File: src/sv/sjb_pkg.sv
// Shared types and constants for the sequence jitter buffer.
package sjb_pkg;

    localparam int SLOTS = 8;
    localparam int IDX_W = $clog2(SLOTS);
    localparam int SEQ_W = 16;
    localparam int TAG_W = 16;
    localparam int TIME_W = 32;
    localparam int CAP_W = 3;
    localparam int DEAD_W = 8;
    localparam int CFG_DATA_W = 8;

    localparam logic [SEQ_W-1:0] HALF_RANGE = 16'h8000;
    localparam logic [SEQ_W-1:0] SLOTS_SEQ = SEQ_W'(SLOTS);
    localparam logic [CAP_W-1:0] CAP_RESET = 3'd6;
    localparam logic [DEAD_W-1:0] DEAD_RESET = 8'd4;

    typedef enum logic
    {
        REG_CAPACITY = 1'b0,
        REG_DEAD_SECONDS = 1'b1
    } reg_index_t;

    typedef enum logic
    {
        MODE_INSERT = 1'b0,
        MODE_REMOVE = 1'b1
    } mode_t;

    typedef enum logic [2:0]
    {
        ST_INSERTED = 3'd0,
        ST_RESYNC = 3'd1,
        ST_OLD = 3'd2,
        ST_DUP = 3'd3,
        ST_NOTHING = 3'd4,
        ST_GOOD = 3'd5,
        ST_LOST = 3'd6
    } status_t;

    typedef enum logic
    {
        S_IDLE = 1'b0,
        S_EXEC = 1'b1
    } state_t;

    typedef struct packed
    {
        mode_t mode;
        logic [SEQ_W-1:0] seq;
        logic [TAG_W-1:0] payload_tag;
        logic [TIME_W-1:0] now_seconds;
    } req_t;

    typedef struct packed
    {
        status_t status;
        logic [TAG_W-1:0] tag_out;
        logic [SEQ_W-1:0] seq_out;
    } rsp_t;

    typedef struct packed
    {
        logic en;
        logic [IDX_W-1:0] addr;
        logic [TAG_W-1:0] data;
    } ram_wr_t;

endpackage

File: src/sv/sequence_jitter_buffer_core.sv
// Top level of the sequence jitter buffer: sequencing, tag store and result register.
//
// Reorder buffer for sequence-numbered packets.
// req channel (valid/ready): one word per operation. mode selects insert
// (seq, payload_tag, now_seconds) or remove of the next packet in order.
// rsp channel (valid/ready): exactly one word per request: status,
// tag_out and seq_out.
// cfg port: cfg_wr_en with cfg_index 0 writes capacity, 1 writes
// dead_seconds; change only while no request is in flight.
// A request is registered on acceptance, together with its tag store read; the
// decide and commit step follows in the execute state and writes the result register.
// Requests do not overlap: the store read is followed by the read-modify-write
// of the window, and req_ready drops while a request is in flight.
// When rsp_ready is low the result word holds; a following request waits in
// the decide stage until the result register frees, then commits.
// Reset: all slots empty, window bottom and top zero, last insert time zero,
// capacity 6, dead_seconds 4. No clearing pass is needed.
module sequence_jitter_buffer_core (
    input  logic                           clk,
    input  logic                           rst_n,
    input  logic                           cfg_wr_en,
    input  sjb_pkg::reg_index_t            cfg_index,
    input  logic [sjb_pkg::CFG_DATA_W-1:0] cfg_data,
    input  logic                           req_valid,
    output logic                           req_ready,
    input  sjb_pkg::req_t                  req,
    output logic                           rsp_valid,
    input  logic                           rsp_ready,
    output sjb_pkg::rsp_t                  rsp
);

    sjb_pkg::state_t state_reg, state_next;
    sjb_pkg::req_t item_reg;
    sjb_pkg::rsp_t rsp_reg;
    sjb_pkg::rsp_t rsp_next;
    sjb_pkg::ram_wr_t ram_wr;
    logic rsp_valid_reg, rsp_valid_next;
    logic accept;
    logic commit;
    logic [sjb_pkg::IDX_W-1:0] rd_addr;
    logic [sjb_pkg::TAG_W-1:0] rd_tag;

    assign req_ready = (state_reg == sjb_pkg::S_IDLE);
    assign accept = req_valid && req_ready;
    assign rsp_valid = rsp_valid_reg;
    assign rsp = rsp_reg;

    always_comb
    begin
        state_next = state_reg;
        commit = 1'b0;
        rsp_valid_next = rsp_valid_reg && !rsp_ready;
        unique case (state_reg)
            sjb_pkg::S_IDLE:
            begin
                if (accept)
                begin
                    state_next = sjb_pkg::S_EXEC;
                end
            end
            sjb_pkg::S_EXEC:
            begin
                if (!rsp_valid_reg || rsp_ready)
                begin
                    commit = 1'b1;
                    rsp_valid_next = 1'b1;
                    state_next = sjb_pkg::S_IDLE;
                end
            end
            default:
                state_next = sjb_pkg::S_IDLE;
        endcase
    end

    always_ff @(posedge clk or negedge rst_n)
    begin
        if (!rst_n)
        begin
            state_reg <= sjb_pkg::S_IDLE;
            rsp_valid_reg <= 1'b0;
        end
        else
        begin
            state_reg <= state_next;
            rsp_valid_reg <= rsp_valid_next;
        end
    end

    always_ff @(posedge clk)
    begin
        if (accept)
        begin
            item_reg <= req;
        end
        if (commit)
        begin
            rsp_reg <= rsp_next;
        end
    end

    sjb_window u_window (
        .clk       (clk),
        .rst_n     (rst_n),
        .cfg_wr_en (cfg_wr_en),
        .cfg_index (cfg_index),
        .cfg_data  (cfg_data),
        .req       (req),
        .item      (item_reg),
        .commit    (commit),
        .rd_tag    (rd_tag),
        .rd_addr   (rd_addr),
        .ram_wr    (ram_wr),
        .rsp_next  (rsp_next)
    );

    sjb_tag_ram #(
        .DEPTH (sjb_pkg::SLOTS),
        .WIDTH (sjb_pkg::TAG_W)
    ) u_tag_ram (
        .clk     (clk),
        .wr_en   (ram_wr.en && commit),
        .wr_addr (ram_wr.addr),
        .wr_data (ram_wr.data),
        .rd_en   (accept),
        .rd_addr (rd_addr),
        .rd_data (rd_tag)
    );

endmodule

File: src/sv/sjb_tag_ram.sv
// Slot tag store: one write port, one registered read port.
module sjb_tag_ram #(
    parameter int DEPTH = 8,
    parameter int WIDTH = 16
) (
    input  logic                     clk,
    input  logic                     wr_en,
    input  logic [$clog2(DEPTH)-1:0] wr_addr,
    input  logic [WIDTH-1:0]         wr_data,
    input  logic                     rd_en,
    input  logic [$clog2(DEPTH)-1:0] rd_addr,
    output logic [WIDTH-1:0]         rd_data
);

    logic [WIDTH-1:0] mem [DEPTH];

    always_ff @(posedge clk)
    begin
        if (wr_en)
        begin
            mem[wr_addr] <= wr_data;
        end
        if (rd_en)
        begin
            rd_data <= mem[rd_addr];
        end
    end

endmodule

File: src/sv/sjb_window.sv
// Window pointers, slot occupancy, config registers and insert/remove decision.
module sjb_window (
    input  logic                              clk,
    input  logic                              rst_n,
    input  logic                              cfg_wr_en,
    input  sjb_pkg::reg_index_t               cfg_index,
    input  logic [sjb_pkg::CFG_DATA_W-1:0]    cfg_data,
    input  sjb_pkg::req_t                     req,
    input  sjb_pkg::req_t                     item,
    input  logic                              commit,
    input  logic [sjb_pkg::TAG_W-1:0]         rd_tag,
    output logic [sjb_pkg::IDX_W-1:0]         rd_addr,
    output sjb_pkg::ram_wr_t                  ram_wr,
    output sjb_pkg::rsp_t                     rsp_next
);

    logic [sjb_pkg::CAP_W-1:0]  capacity_reg;
    logic [sjb_pkg::DEAD_W-1:0] dead_reg;
    logic [sjb_pkg::SLOTS-1:0]  full_reg, full_next;
    logic [sjb_pkg::SEQ_W-1:0]  bottom_reg, bottom_next;
    logic [sjb_pkg::SEQ_W-1:0]  top_reg, top_next;
    logic [sjb_pkg::TIME_W-1:0] last_time_reg, last_time_next;

    logic [sjb_pkg::IDX_W-1:0]  ins_idx;
    logic [sjb_pkg::IDX_W-1:0]  head_idx;
    logic [sjb_pkg::SEQ_W-1:0]  ahead;
    logic [sjb_pkg::SEQ_W-1:0]  depth;
    logic [sjb_pkg::SEQ_W-1:0]  cap_ext;
    logic                       live;

    assign ins_idx = item.seq[sjb_pkg::IDX_W-1:0];
    assign head_idx = bottom_reg[sjb_pkg::IDX_W-1:0];
    assign ahead = item.seq - bottom_reg;
    assign depth = top_reg - bottom_reg;
    assign cap_ext = sjb_pkg::SEQ_W'(capacity_reg);
    assign live = ({1'b0, last_time_reg} + (sjb_pkg::TIME_W + 1)'(dead_reg))
                  > {1'b0, item.now_seconds};

    // tag read for a remove targets the head slot
    assign rd_addr = (req.mode == sjb_pkg::MODE_INSERT) ? req.seq[sjb_pkg::IDX_W-1:0]
                                                        : head_idx;

    always_comb
    begin
        full_next = full_reg;
        bottom_next = bottom_reg;
        top_next = top_reg;
        last_time_next = last_time_reg;
        ram_wr.en = 1'b0;
        ram_wr.addr = ins_idx;
        ram_wr.data = item.payload_tag;
        rsp_next.status = sjb_pkg::ST_NOTHING;
        rsp_next.tag_out = '0;
        rsp_next.seq_out = '0;
        if (item.mode == sjb_pkg::MODE_INSERT)
        begin
            rsp_next.seq_out = item.seq;
            priority if (live && (ahead > sjb_pkg::HALF_RANGE))
            begin
                rsp_next.status = sjb_pkg::ST_OLD;
            end
            else if (ahead > sjb_pkg::SLOTS_SEQ)
            begin
                full_next = '0;
                full_next[ins_idx] = 1'b1;
                bottom_next = item.seq - cap_ext;
                top_next = item.seq + 16'd1;
                last_time_next = item.now_seconds;
                ram_wr.en = 1'b1;
                rsp_next.status = sjb_pkg::ST_RESYNC;
            end
            else if (full_reg[ins_idx])
            begin
                rsp_next.status = sjb_pkg::ST_DUP;
            end
            else
            begin
                full_next[ins_idx] = 1'b1;
                if (ahead >= depth)
                begin
                    top_next = item.seq + 16'd1;
                end
                last_time_next = item.now_seconds;
                ram_wr.en = 1'b1;
                rsp_next.status = sjb_pkg::ST_INSERTED;
            end
        end
        else
        begin
            priority if (depth == '0)
            begin
                rsp_next.status = sjb_pkg::ST_NOTHING;
            end
            else if (full_reg[head_idx])
            begin
                full_next[head_idx] = 1'b0;
                bottom_next = bottom_reg + 16'd1;
                rsp_next.status = sjb_pkg::ST_GOOD;
                rsp_next.tag_out = rd_tag;
                rsp_next.seq_out = bottom_reg;
            end
            else if (depth > cap_ext)
            begin
                bottom_next = bottom_reg + 16'd1;
                rsp_next.status = sjb_pkg::ST_LOST;
                rsp_next.seq_out = bottom_reg;
            end
            else
            begin
                rsp_next.status = sjb_pkg::ST_NOTHING;
            end
        end
    end

    always_ff @(posedge clk or negedge rst_n)
    begin
        if (!rst_n)
        begin
            capacity_reg <= sjb_pkg::CAP_RESET;
            dead_reg <= sjb_pkg::DEAD_RESET;
            full_reg <= '0;
            bottom_reg <= '0;
            top_reg <= '0;
            last_time_reg <= '0;
        end
        else
        begin
            if (cfg_wr_en)
            begin
                unique case (cfg_index)
                    sjb_pkg::REG_CAPACITY:
                        capacity_reg <= cfg_data[sjb_pkg::CAP_W-1:0];
                    sjb_pkg::REG_DEAD_SECONDS:
                        dead_reg <= cfg_data[sjb_pkg::DEAD_W-1:0];
                    default:
                        ;
                endcase
            end
            if (commit)
            begin
                full_reg <= full_next;
                bottom_reg <= bottom_next;
                top_reg <= top_next;
                last_time_reg <= last_time_next;
            end
        end
    end

endmodule
File: config.mk
export PLATFORM = sky130hd
export DESIGN_NAME = sequence_jitter_buffer_core
export DESIGN_NICKNAME = d
export VERILOG_FILES = /design/src/sv/sjb_pkg.sv /design/src/sv/sequence_jitter_buffer_core.sv /design/src/sv/sjb_tag_ram.sv /design/src/sv/sjb_window.sv
export SDC_FILE = /design/constraint.sdc
export NUM_CORES = 1
export LEC_CHECK = 0
export ABC_AREA = 1
export ABC_CLOCK_PERIOD_IN_PS = 9890
export BUFFER_PORTS_ARGS = -buffer_cell sky130_fd_sc_hd__buf_4
export CAP_MARGIN = 30
export CORE_MARGIN = 2
export CORE_UTILIZATION = 63
export CTS_BUF_LIST = sky130_fd_sc_hd__clkbuf_16
export CTS_CLUSTER_SIZE = 20
export DETAILED_ROUTE_END_ITERATION = 10
export PLACE_DENSITY = 0.89
export SYNTH_ARGS = -nofsm -noshare
export SYNTH_HDL_FRONTEND = slang
export SYNTH_HIERARCHICAL = 1
export SYNTH_SLANG_ARGS = --single-unit
File: constraint.sdc
create_clock -name clk -period 9.89 [get_ports clk]
set_input_delay 0.989 -clock clk [delete_from_list [all_inputs] [get_ports clk]]
set_output_delay 0.989 -clock clk [all_outputs]
set_load 0.005 [all_outputs]
=== Word level (Yosys, flattened, before mapping) ===
Memories as Yosys holds them, arrays and structs flattened. A register that Yosys moved wholly into a read port is not among the register bits.
Cells that the tools add are included.

* Bitwise operators: 8
* Add/sub/neg operators: 6
* Reductions and logical operators: 19
* $lt $le $gt $ge: 9
* Mux-type cells: 50
* Eq/ne operators: 6

{| class="wikitable"
|+ Operators with widths
! kind !! number
|-
| two-way mux 16 bit || 13
|-
| two-way mux 32 bit || 2
|-
| two-way mux 8 bit || 6
|-
| adder 32 x 8 -> 33 bit || 1
|-
| greater-than comparator 33 x 32 -> 1 bit || 1
|-
| adder 16 x 1 -> 16 bit, second input constant || 2
|-
| subtractor 16 bit || 2
|-
| greater-or-equal comparator 16 bit || 1
|-
| greater-than comparator 16 bit, second input constant || 1
|-
| greater-than comparator 16 x 3 -> 1 bit || 1
|-
| greater-than comparator 16 x 4 -> 1 bit, second input constant || 1
|-
| zero test 16 bit || 1
|-
| two-way mux 1 bit || 16
|-
| subtractor 16 x 3 -> 16 bit || 1
|-
| two-way mux 3 bit || 5
|-
| AND reduction 5 bit || 3
|-
| AND 8 bit || 1
|-
| less-than comparator 3 x 4 -> 1 bit, second input constant || 2
|-
| NOT 8 bit || 1
|-
| bitwise OR 8 bit || 1
|-
| binary-select mux 1 bit (select 3 bit) || 2
|-
| demux 1 bit (select 3 bit) || 2
|-
| greater-or-equal comparator 3 x 1 -> 1 bit, second input constant || 2
|-
| logical AND 1 bit || 6
|-
| other kinds (13) || 24
|}

* Memories kept: 1
* Output and inout bits: 37
* Input port bits: 79
* Bits in registers: 185
* Logic and storage cells: 114
* Bits in writable memories: 128

{| class="wikitable"
|+ Memories
! name !! words !! width !! rd ports !! clocked after memory_dff !! wr ports !! RTL line !! RTL
|-
| u_tag_ram.mem || 8 || 16 || 1 || 1 || 1 || sjb_tag_ram.sv:15 || <nowiki>logic [WIDTH-1:0] mem [DEPTH];</nowiki>
|}

=== Longest topological paths before layout ===
Gate-level depths: netlist of the first run.

* Word-level depth: 9
* Depth in mapped cells: 30
* Mapped depth without buffers: 29

=== Cells and area by module ===
The synthesis of the first run kept the hierarchy.

{| class="wikitable"
|+ Modules (own cells, without submodules)
! module !! cells an instance !! times used !! seq. area each (um^2) !! area each (um^2)
|-
| sjb_window || 1,586 || 1 || 2,080.7 || 10,321.1
|-
| sjb_tag_ram || 587 || 1 || 4,324.1 || 6,149.6
|-
| sequence_jitter_buffer_core || 114 || 1 || 3,052.9 || 3,103.0
|}

=== Worst setup path before layout of the first run ===
No wires, ideal clock.

* Kind: input to register
* Start: input req_valid
* End: register item_reg[0] (netlist bit), enable pin
* Arrival time: 4,444 ps
* Slack: 4,922 ps
* Cell stages on the path: 2
* Path buffers: 0
* Library setup time: 524 ps
* Required time: 9,366 ps
* Cell sequence: inv_1 > nor2_1

* Word-level cells in the longest chain between the ends: 1

{| class="wikitable"
|+ Ends and longest elaborated chain
! item !! RTL line !! RTL
|-
| start: declaration || sequence_jitter_buffer_core.sv:24 || <nowiki>input logic req_valid,</nowiki>
|-
| logical AND 1 bit || sequence_jitter_buffer_core.sv:44 || <nowiki>assign accept = req_valid && req_ready;</nowiki>
|-
| net accept || sequence_jitter_buffer_core.sv:38 || <nowiki>logic accept;</nowiki>
|-
| end signal: assignment || sequence_jitter_buffer_core.sv:93 || <nowiki>item_reg <= req;</nowiki>
|-
| end: declaration || sequence_jitter_buffer_core.sv:33 || <nowiki>sjb_pkg::req_t item_reg;</nowiki>
|}

The timed path passes the listed nets, and every way through them passes these cells.
A chain may end at the register's enable or synchronous reset.

==> results.sh, run 1 <==
export IMPL_grt_pass1_wl_um=80200
export IMPL_grt_max_degree=66
export IMPL_r2r_end="u_tag_ram/mem[3][1]$_DFFE_PP_"
export IMPL_syn_cell_area_sq_mm=0.0196
export IMPL_crit_required_ns=10.12
export IMPL_slew_headroom_pct=42.1
export IMPL_synth_area_per_cell_sq_um=8.56
export IMPL_p_leak_nw=10.5
export IMPL_fin_crit_ns=5.72
export IMPL_num_rows=64
export IMPL_clockBufferDepth=3
export IMPL_maxCapViolCount=0
export IMPL_layout_drive_gt1_share_pct=14.5
export IMPL_cts_tree="yes"
export IMPL_grt_pass1_vias=15831
export IMPL_crit_end="u_tag_ram/mem[3][1]$_DFFE_PP_"
export IMPL_grt_antenna_before_repair=0
export IMPL_worstMarginPinSlew_ns=0.866
export IMPL_max_stage_delay_ns=0.64
export IMPL_worst_setup_path_start_kind="flip-flop"
export IMPL_crit_start="u_window/last_time_reg[4]$_DFFE_PN0P_"
export IMPL_cts_root_buf="clkbuf_16"
export IMPL_core_area_sq_mm=0.0306
export IMPL_setup_viol=0
export IMPL_ys_types=55
export IMPL_pin_count=116
export IMPL_dp_hpwl_um=35600
export IMPL_max_freq_mhz=175
export IMPL_whs_ns=0.444
export IMPL_fin_nets=2559
export IMPL_ys_warn_count=6
export IMPL_dieWidth_um=180
export IMPL_irDropWorstVdd_mv=0.215
export IMPL_tns_ns=0
export IMPL_clk_pin_slew_worst_paths_ns=0.06
export IMPL_yosysSeqAreaShare_pct=48.3
export IMPL_critical_path_class="reg -> reg"
export IMPL_synthCells=2287
export IMPL_status="completed"
export IMPL_via_per_inst=5.73
export IMPL_reg2reg_depth=30
export IMPL_routed_wl_um=50000
export IMPL_ys_async_sr_fraction_pct=25.8
export IMPL_drt_iter0_drc=1735
export IMPL_r2r_start="u_window/last_time_reg[4]$_DFFE_PN0P_"
export IMPL_ant_nets=0
export IMPL_endpoint_kind="flip-flop"
export IMPL_layout_setup_ws_ns=4.17
export IMPL_r2r_setup_slack_ns=4.17
export IMPL_placedCellCount=2741
export IMPL_n_antenna_cell=0
export IMPL_cts_hold_buf=0
export IMPL_die_area_sq_mm=0.0325
export IMPL_worstPathArrival_ns=5.95
export IMPL_cts_resized=0
export IMPL_stdcell_area_sq_mm=0.0217
export IMPL_cp_common_cell="nand2_1"
export IMPL_cts_sinks=329
export IMPL_synth_fp_nets=2464
export IMPL_cts_setup_buffers=0
export IMPL_routedWlPerCell_um=17.8
export IMPL_power_density_mw_per_mm2=294
export IMPL_overflow=0
export IMPL_dr_total_vias=16060
export IMPL_rsz0062_at_grt="no"
export IMPL_htree_num_levels=2
export IMPL_worst_path_max_delay_cell="nor2_1"
export IMPL_largest_reg_flops=128
export IMPL_numPortBuffers=115
export IMPL_initial_utilization_pct=64.0
export IMPL_drtPass1Iterations=7
export IMPL_syn_to_final_growth_pct=10.9
export IMPL_n_fill_cell=2198
export IMPL_place_congestion=0.959
export IMPL_final_common_cell="nand2_1"
export IMPL_hold_viol_final=0
export IMPL_fin_cells=2804
export IMPL_grt_usage_pct=30.6
export IMPL_fin_skew_ns=0.0145
export IMPL_clk_latency_ns=0.53
export IMPL_dp_slack_ns=4.30
export IMPL_synth_seq_cells=329
export IMPL_placed_area_sq_mm=0.0206
export IMPL_synth_edf_count=244
export IMPL_period_share_pct=57.8
export IMPL_fp_dieH_um=180
export IMPL_synthFlopType="edfxtp_1"
export IMPL_critical_path_peak_fanout=9
export IMPL_hp_class="in -> async"
export IMPL_timing_final_max_slew_violations=0
export IMPL_layout_common_cells="nand2_1, inv_1, edfxtp_1, nand3_1, nor2_1"
export IMPL_drc=0
export IMPL_numCtsBuffers=34
## area by class of cell
cell class | count | area (sq um) | area share [%]
Inverter | 409 | 1540 | 7.07
Multi-Input combinational cell | 1474 | 8070 | 37.2
Timing Repair Buffer | 134 | 1050 | 4.84
Sequential cell | 329 | 9460 | 43.6
Clock inverter | 28 | 248 | 1.14
Clock buffer | 34 | 851 | 3.92
Tap cell | 396 | 495 | 2.28
## synthesized netlist by cell type (all sizes together), types with 7 or more instances
| cell | n | area (sq um) |
|---|---|---|
| nand2 | 698 | 2770 |
| nand3 | 192 | 1050 |
| ha | 94 | 1180 |
| edfxtp | 244 | 7330 |
| nor2 | 149 | 628 |
| inv | 407 | 1530 |
| xnor2 | 18 | 158 |
| xor2 | 39 | 342 |
| o22ai | 25 | 156 |
| nand3b | 9 | 67.6 |
| and2 | 7 | 43.8 |
| nand4 | 38 | 244 |
| clkbuf | 9 | 33.8 |
| dfrtp | 82 | 2050 |
| buf | 66 | 503 |
| a21oi | 53 | 284 |
| o21ai | 85 | 602 |
| nor3 | 21 | 120 |
## logic make-up after synthesis
group / share of synthesized area, %
simple gates: 25.6
buf+inv: 10.6
flops: 48.3
compound gates: 6.25
fa+ha+maj: 6.42
xor+xnor: 2.55
mux: 0.288
## layer usage
layer  vias to the layer above  share of wire, %  track usage [%]
met5                         -                 0                0
met2                       951                49             52.1
met4                         0               5.1             14.9
met3                       224               8.3             4.45
met1                      7344                38             38.4
li1                       7541                 -                -
## worst min path at each step
stage	from	endpoint	slack [ns]	depth (start not counted)
6_report	rst_n	u_window/bottom_reg[15]$_DFFE_PN0P_	0.44	1
5_1_grt	rst_n	u_window/bottom_reg[14]$_DFFE_PN0P_	0.48	1
3_3_place_gp	u_window/last_time_reg[0]$_DFFE_PN0P_	u_window/last_time_reg[0]$_DFFE_PN0P_	0.46	2
4_1_cts	rst_n	u_window/bottom_reg[6]$_DFFE_PN0P_	0.45	1
3_5_place_dp	u_window/top_reg[0]$_DFFE_PN0P_	u_window/top_reg[0]$_DFFE_PN0P_	0.48	2
2_1_floorplan	u_window/last_time_reg[0]$_DFFE_PN0P_	u_window/last_time_reg[0]$_DFFE_PN0P_	0.45	2
## power breakdown
| group | leakage (nW) | internal [mW] | switching (mW) |
|---|---|---|---|
| clock | 0.558 | 0.716 | 0.546 |
| sequential | 3.32 | 1.74 | 0.244 |
| combinational | 6.61 | 1.10 | 2.04 |
| total | 10.5 | 3.56 | 2.83 |
## worst max-delay path, delay by kind of cell (launching register included)
family / cells / cell delay [ns]
buffers and inverters: 5 / 0.62
and+or+nand+nor: 15 / 2.45
adders and majority gates: 2 / 0.67
xor gates and xnor gates: 1 / 0.14
DFF: 1 / 0.40
AOI/OAI and AO/OA: 7 / 1.15
## through the flow
stage | total power, mW | util, %
4_1_cts | 6.33 | 70.9
3_3_place_gp | 4.86 | 67.1
2_1_floorplan | 4.25 | -
3_5_place_dp | 5.04 | 67.3
5_1_grt | 6.87 | 71.0
6_report | 6.39 | 71.0
(Power assumes the default switching activity.)
==> inputs of run 2 (changes only) <==
- ABC_CLOCK_PERIOD_IN_PS: 9890 -> 5600
- CORE_UTILIZATION: 63 -> 62
- PLACE_DENSITY: 0.89 -> 0.88
- clock period: 9.89 -> 5.6 ns (I/O delays scaled with it)
==> run 2 against run 1 <==
Worst setup slack got worse by 3.7 ns. Sequential cell count stayed put. Register-to-register slack lost 3.7 ns. Non-clock buffer count up 1. Largest power group unchanged.
==> results.sh, run 2 (synthesized netlist as in run 1, its figures left out) <==
export IMPL_status="completed"
export IMPL_syn_to_final_growth_pct=12.0
export IMPL_clk_pin_slew_worst_paths_ns=0.06
export IMPL_ant_nets=0
export IMPL_slew_headroom_pct=43.8
export IMPL_grt_max_degree=71
export IMPL_power_density_mw_per_mm2=521
export IMPL_hp_class="in -> reg"
export IMPL_fin_nets=2562
export IMPL_p_leak_nw=10.6
export IMPL_fin_cells=2815
export IMPL_layout_drive_gt1_share_pct=14.8
export IMPL_tns_ns=0
export IMPL_grt_usage_pct=29.7
export IMPL_max_freq_mhz=194
export IMPL_final_common_cell="nand2_1"
export IMPL_endpoint_kind="flip-flop"
export IMPL_rsz0062_at_grt="no"
export IMPL_maxCapViolCount=0
export IMPL_cts_root_buf="clkbuf_16"
export IMPL_regArea_sq_mm=0.00946
export IMPL_drtPass1Iterations=7
export IMPL_cts_sinks=329
export IMPL_fin_skew_ns=0.0277
export IMPL_worst_path_max_delay_cell="dfrtp_1"
export IMPL_cts_tree="yes"
export IMPL_fin_crit_ns=5.14
export IMPL_crit_required_ns=5.82
export IMPL_place_congestion=0.932
export IMPL_dp_hpwl_um=35000
export IMPL_setup_viol=0
export IMPL_overflow=0
export IMPL_grt_antenna_before_repair=0
export IMPL_n_fill_cell=2298
export IMPL_critical_path_class="reg -> reg"
export IMPL_critical_path_peak_fanout=16
export IMPL_irDropWorstVdd_mv=0.346
export IMPL_period_share_pct=91.8
export IMPL_pin_count=116
export IMPL_placedCellCount=2746
export IMPL_cts_setup_buffers=0
export IMPL_cp_common_cell="nand2_1"
export IMPL_layout_common_cells="nand2_1, inv_1, edfxtp_1, nand3_1, nor2_1"
export IMPL_dieWidth_um=182
export IMPL_initial_utilization_pct=62.5
export IMPL_n_antenna_cell=0
export IMPL_via_per_inst=5.65
export IMPL_htree_num_levels=2
export IMPL_clockBufferDepth=3
export IMPL_core_area_sq_mm=0.0313
export IMPL_numPortBuffers=115
export IMPL_drc=0
export IMPL_grt_pass1_vias=15324
export IMPL_timing_final_max_slew_violations=0
export IMPL_worstMarginPinSlew_ns=0.843
export IMPL_cp_num_buf_inv=5
export IMPL_die_area_sq_mm=0.0330
export IMPL_grt_pass1_wl_um=77700
export IMPL_numCtsBuffers=36
export IMPL_largest_reg_flops=128
export IMPL_dr_total_vias=15909
export IMPL_cpLargestDelayFamily="simple AND/OR/NAND/NOR gates"
export IMPL_routedWlPerCell_um=17.4
export IMPL_r2r_setup_slack_ns=0.46
export IMPL_routed_wl_um=49000
export IMPL_multi_input_area_sq_mm=0.00808
export IMPL_hold_viol_final=0
export IMPL_clk_latency_ns=0.55
export IMPL_drt_iter0_drc=1683
export IMPL_fp_dieH_um=182
export IMPL_max_stage_delay_ns=0.41
export IMPL_worst_setup_path_start_kind="flip-flop"
export IMPL_num_rows=65
export IMPL_worstPathArrival_ns=5.36
export IMPL_power_mw=11.4
-- run 2: cell types whose count changed in the layout (fill, tap and decap cells not counted), moves of 2 or more --
cell       previous run  this run
clkbuf_16            34        37
clkinv_1              9         7
clkinv_2              7         5
buf_12                1         3
bufinv_16             3         7
-- run 2: final timing paths --
check                                                            from                                    end  cells past startpoint
max in group asynchronous                                       rst_n   u_window/capacity_reg[1]$_DFFE_PN1P_                      4
worst min register to register  u_window/last_time_reg[0]$_DFFE_PN0P_  u_window/last_time_reg[0]$_DFFE_PN0P_                      2
min in group asynchronous                                       rst_n        u_window/top_reg[2]$_DFFE_PN0P_                      2
worst max-delay path            u_window/last_time_reg[4]$_DFFE_PN0P_         u_tag_ram/mem[4][11]$_DFFE_PP_                     27
worst min-delay path                                          req[37]                 item_reg[37]$_DFFE_PP_                      1
worst max register to register  u_window/last_time_reg[4]$_DFFE_PN0P_         u_tag_ram/mem[4][11]$_DFFE_PP_                     27
-- run 2: through the flow --
stage	cell area [sq um]	hold slack [ns]	util (%)	setup slack (ns)
final	21900	0.186	70.0	0.458
after global routing	21900	0.172	70.0	0.0564
after CTS	21900	0.172	69.8	0.286
after detailed placement	20600	0.445	65.7	0.398
after global placement	20600	0.445	65.7	0.603
after floorplan	19600	0.264	-	0.781
-- run 2: final cells by class --
cell class	instances	share of cell area, %
clock buffers	37	4.22
clock inverters	29	1.60
inverters	409	7.00
multi-input cells	1474	36.9
flip-flops and latches	329	43.1
well taps	402	2.29
repair buffers	135	4.90
-- run 2: timing repair --
action / in CTS / in global routing
hold buffers: 1 / 0
hold endpoints to repair: 15 / 0
endpoints found under the setup margin: 0 / 128
resized for setup: 0 / 3
-- run 2: power breakdown --
part	switching (mW)	internal (mW)	total, mW
Clock	0.978	1.53	2.51
Sequential	0.441	3.08	3.52
Combinational	3.47	1.93	5.40
-- run 2: per-layer routing --
layer / GRT usage, % / routed length [um] / vias up
met5: 0 / 0 / -
met4: 14.0 / 2190 / 0
met3: 4.05 / 3330 / 150
met2: 51.4 / 24300 / 741
met1: 37.0 / 19200 / 7476
li1: - / - / 7542
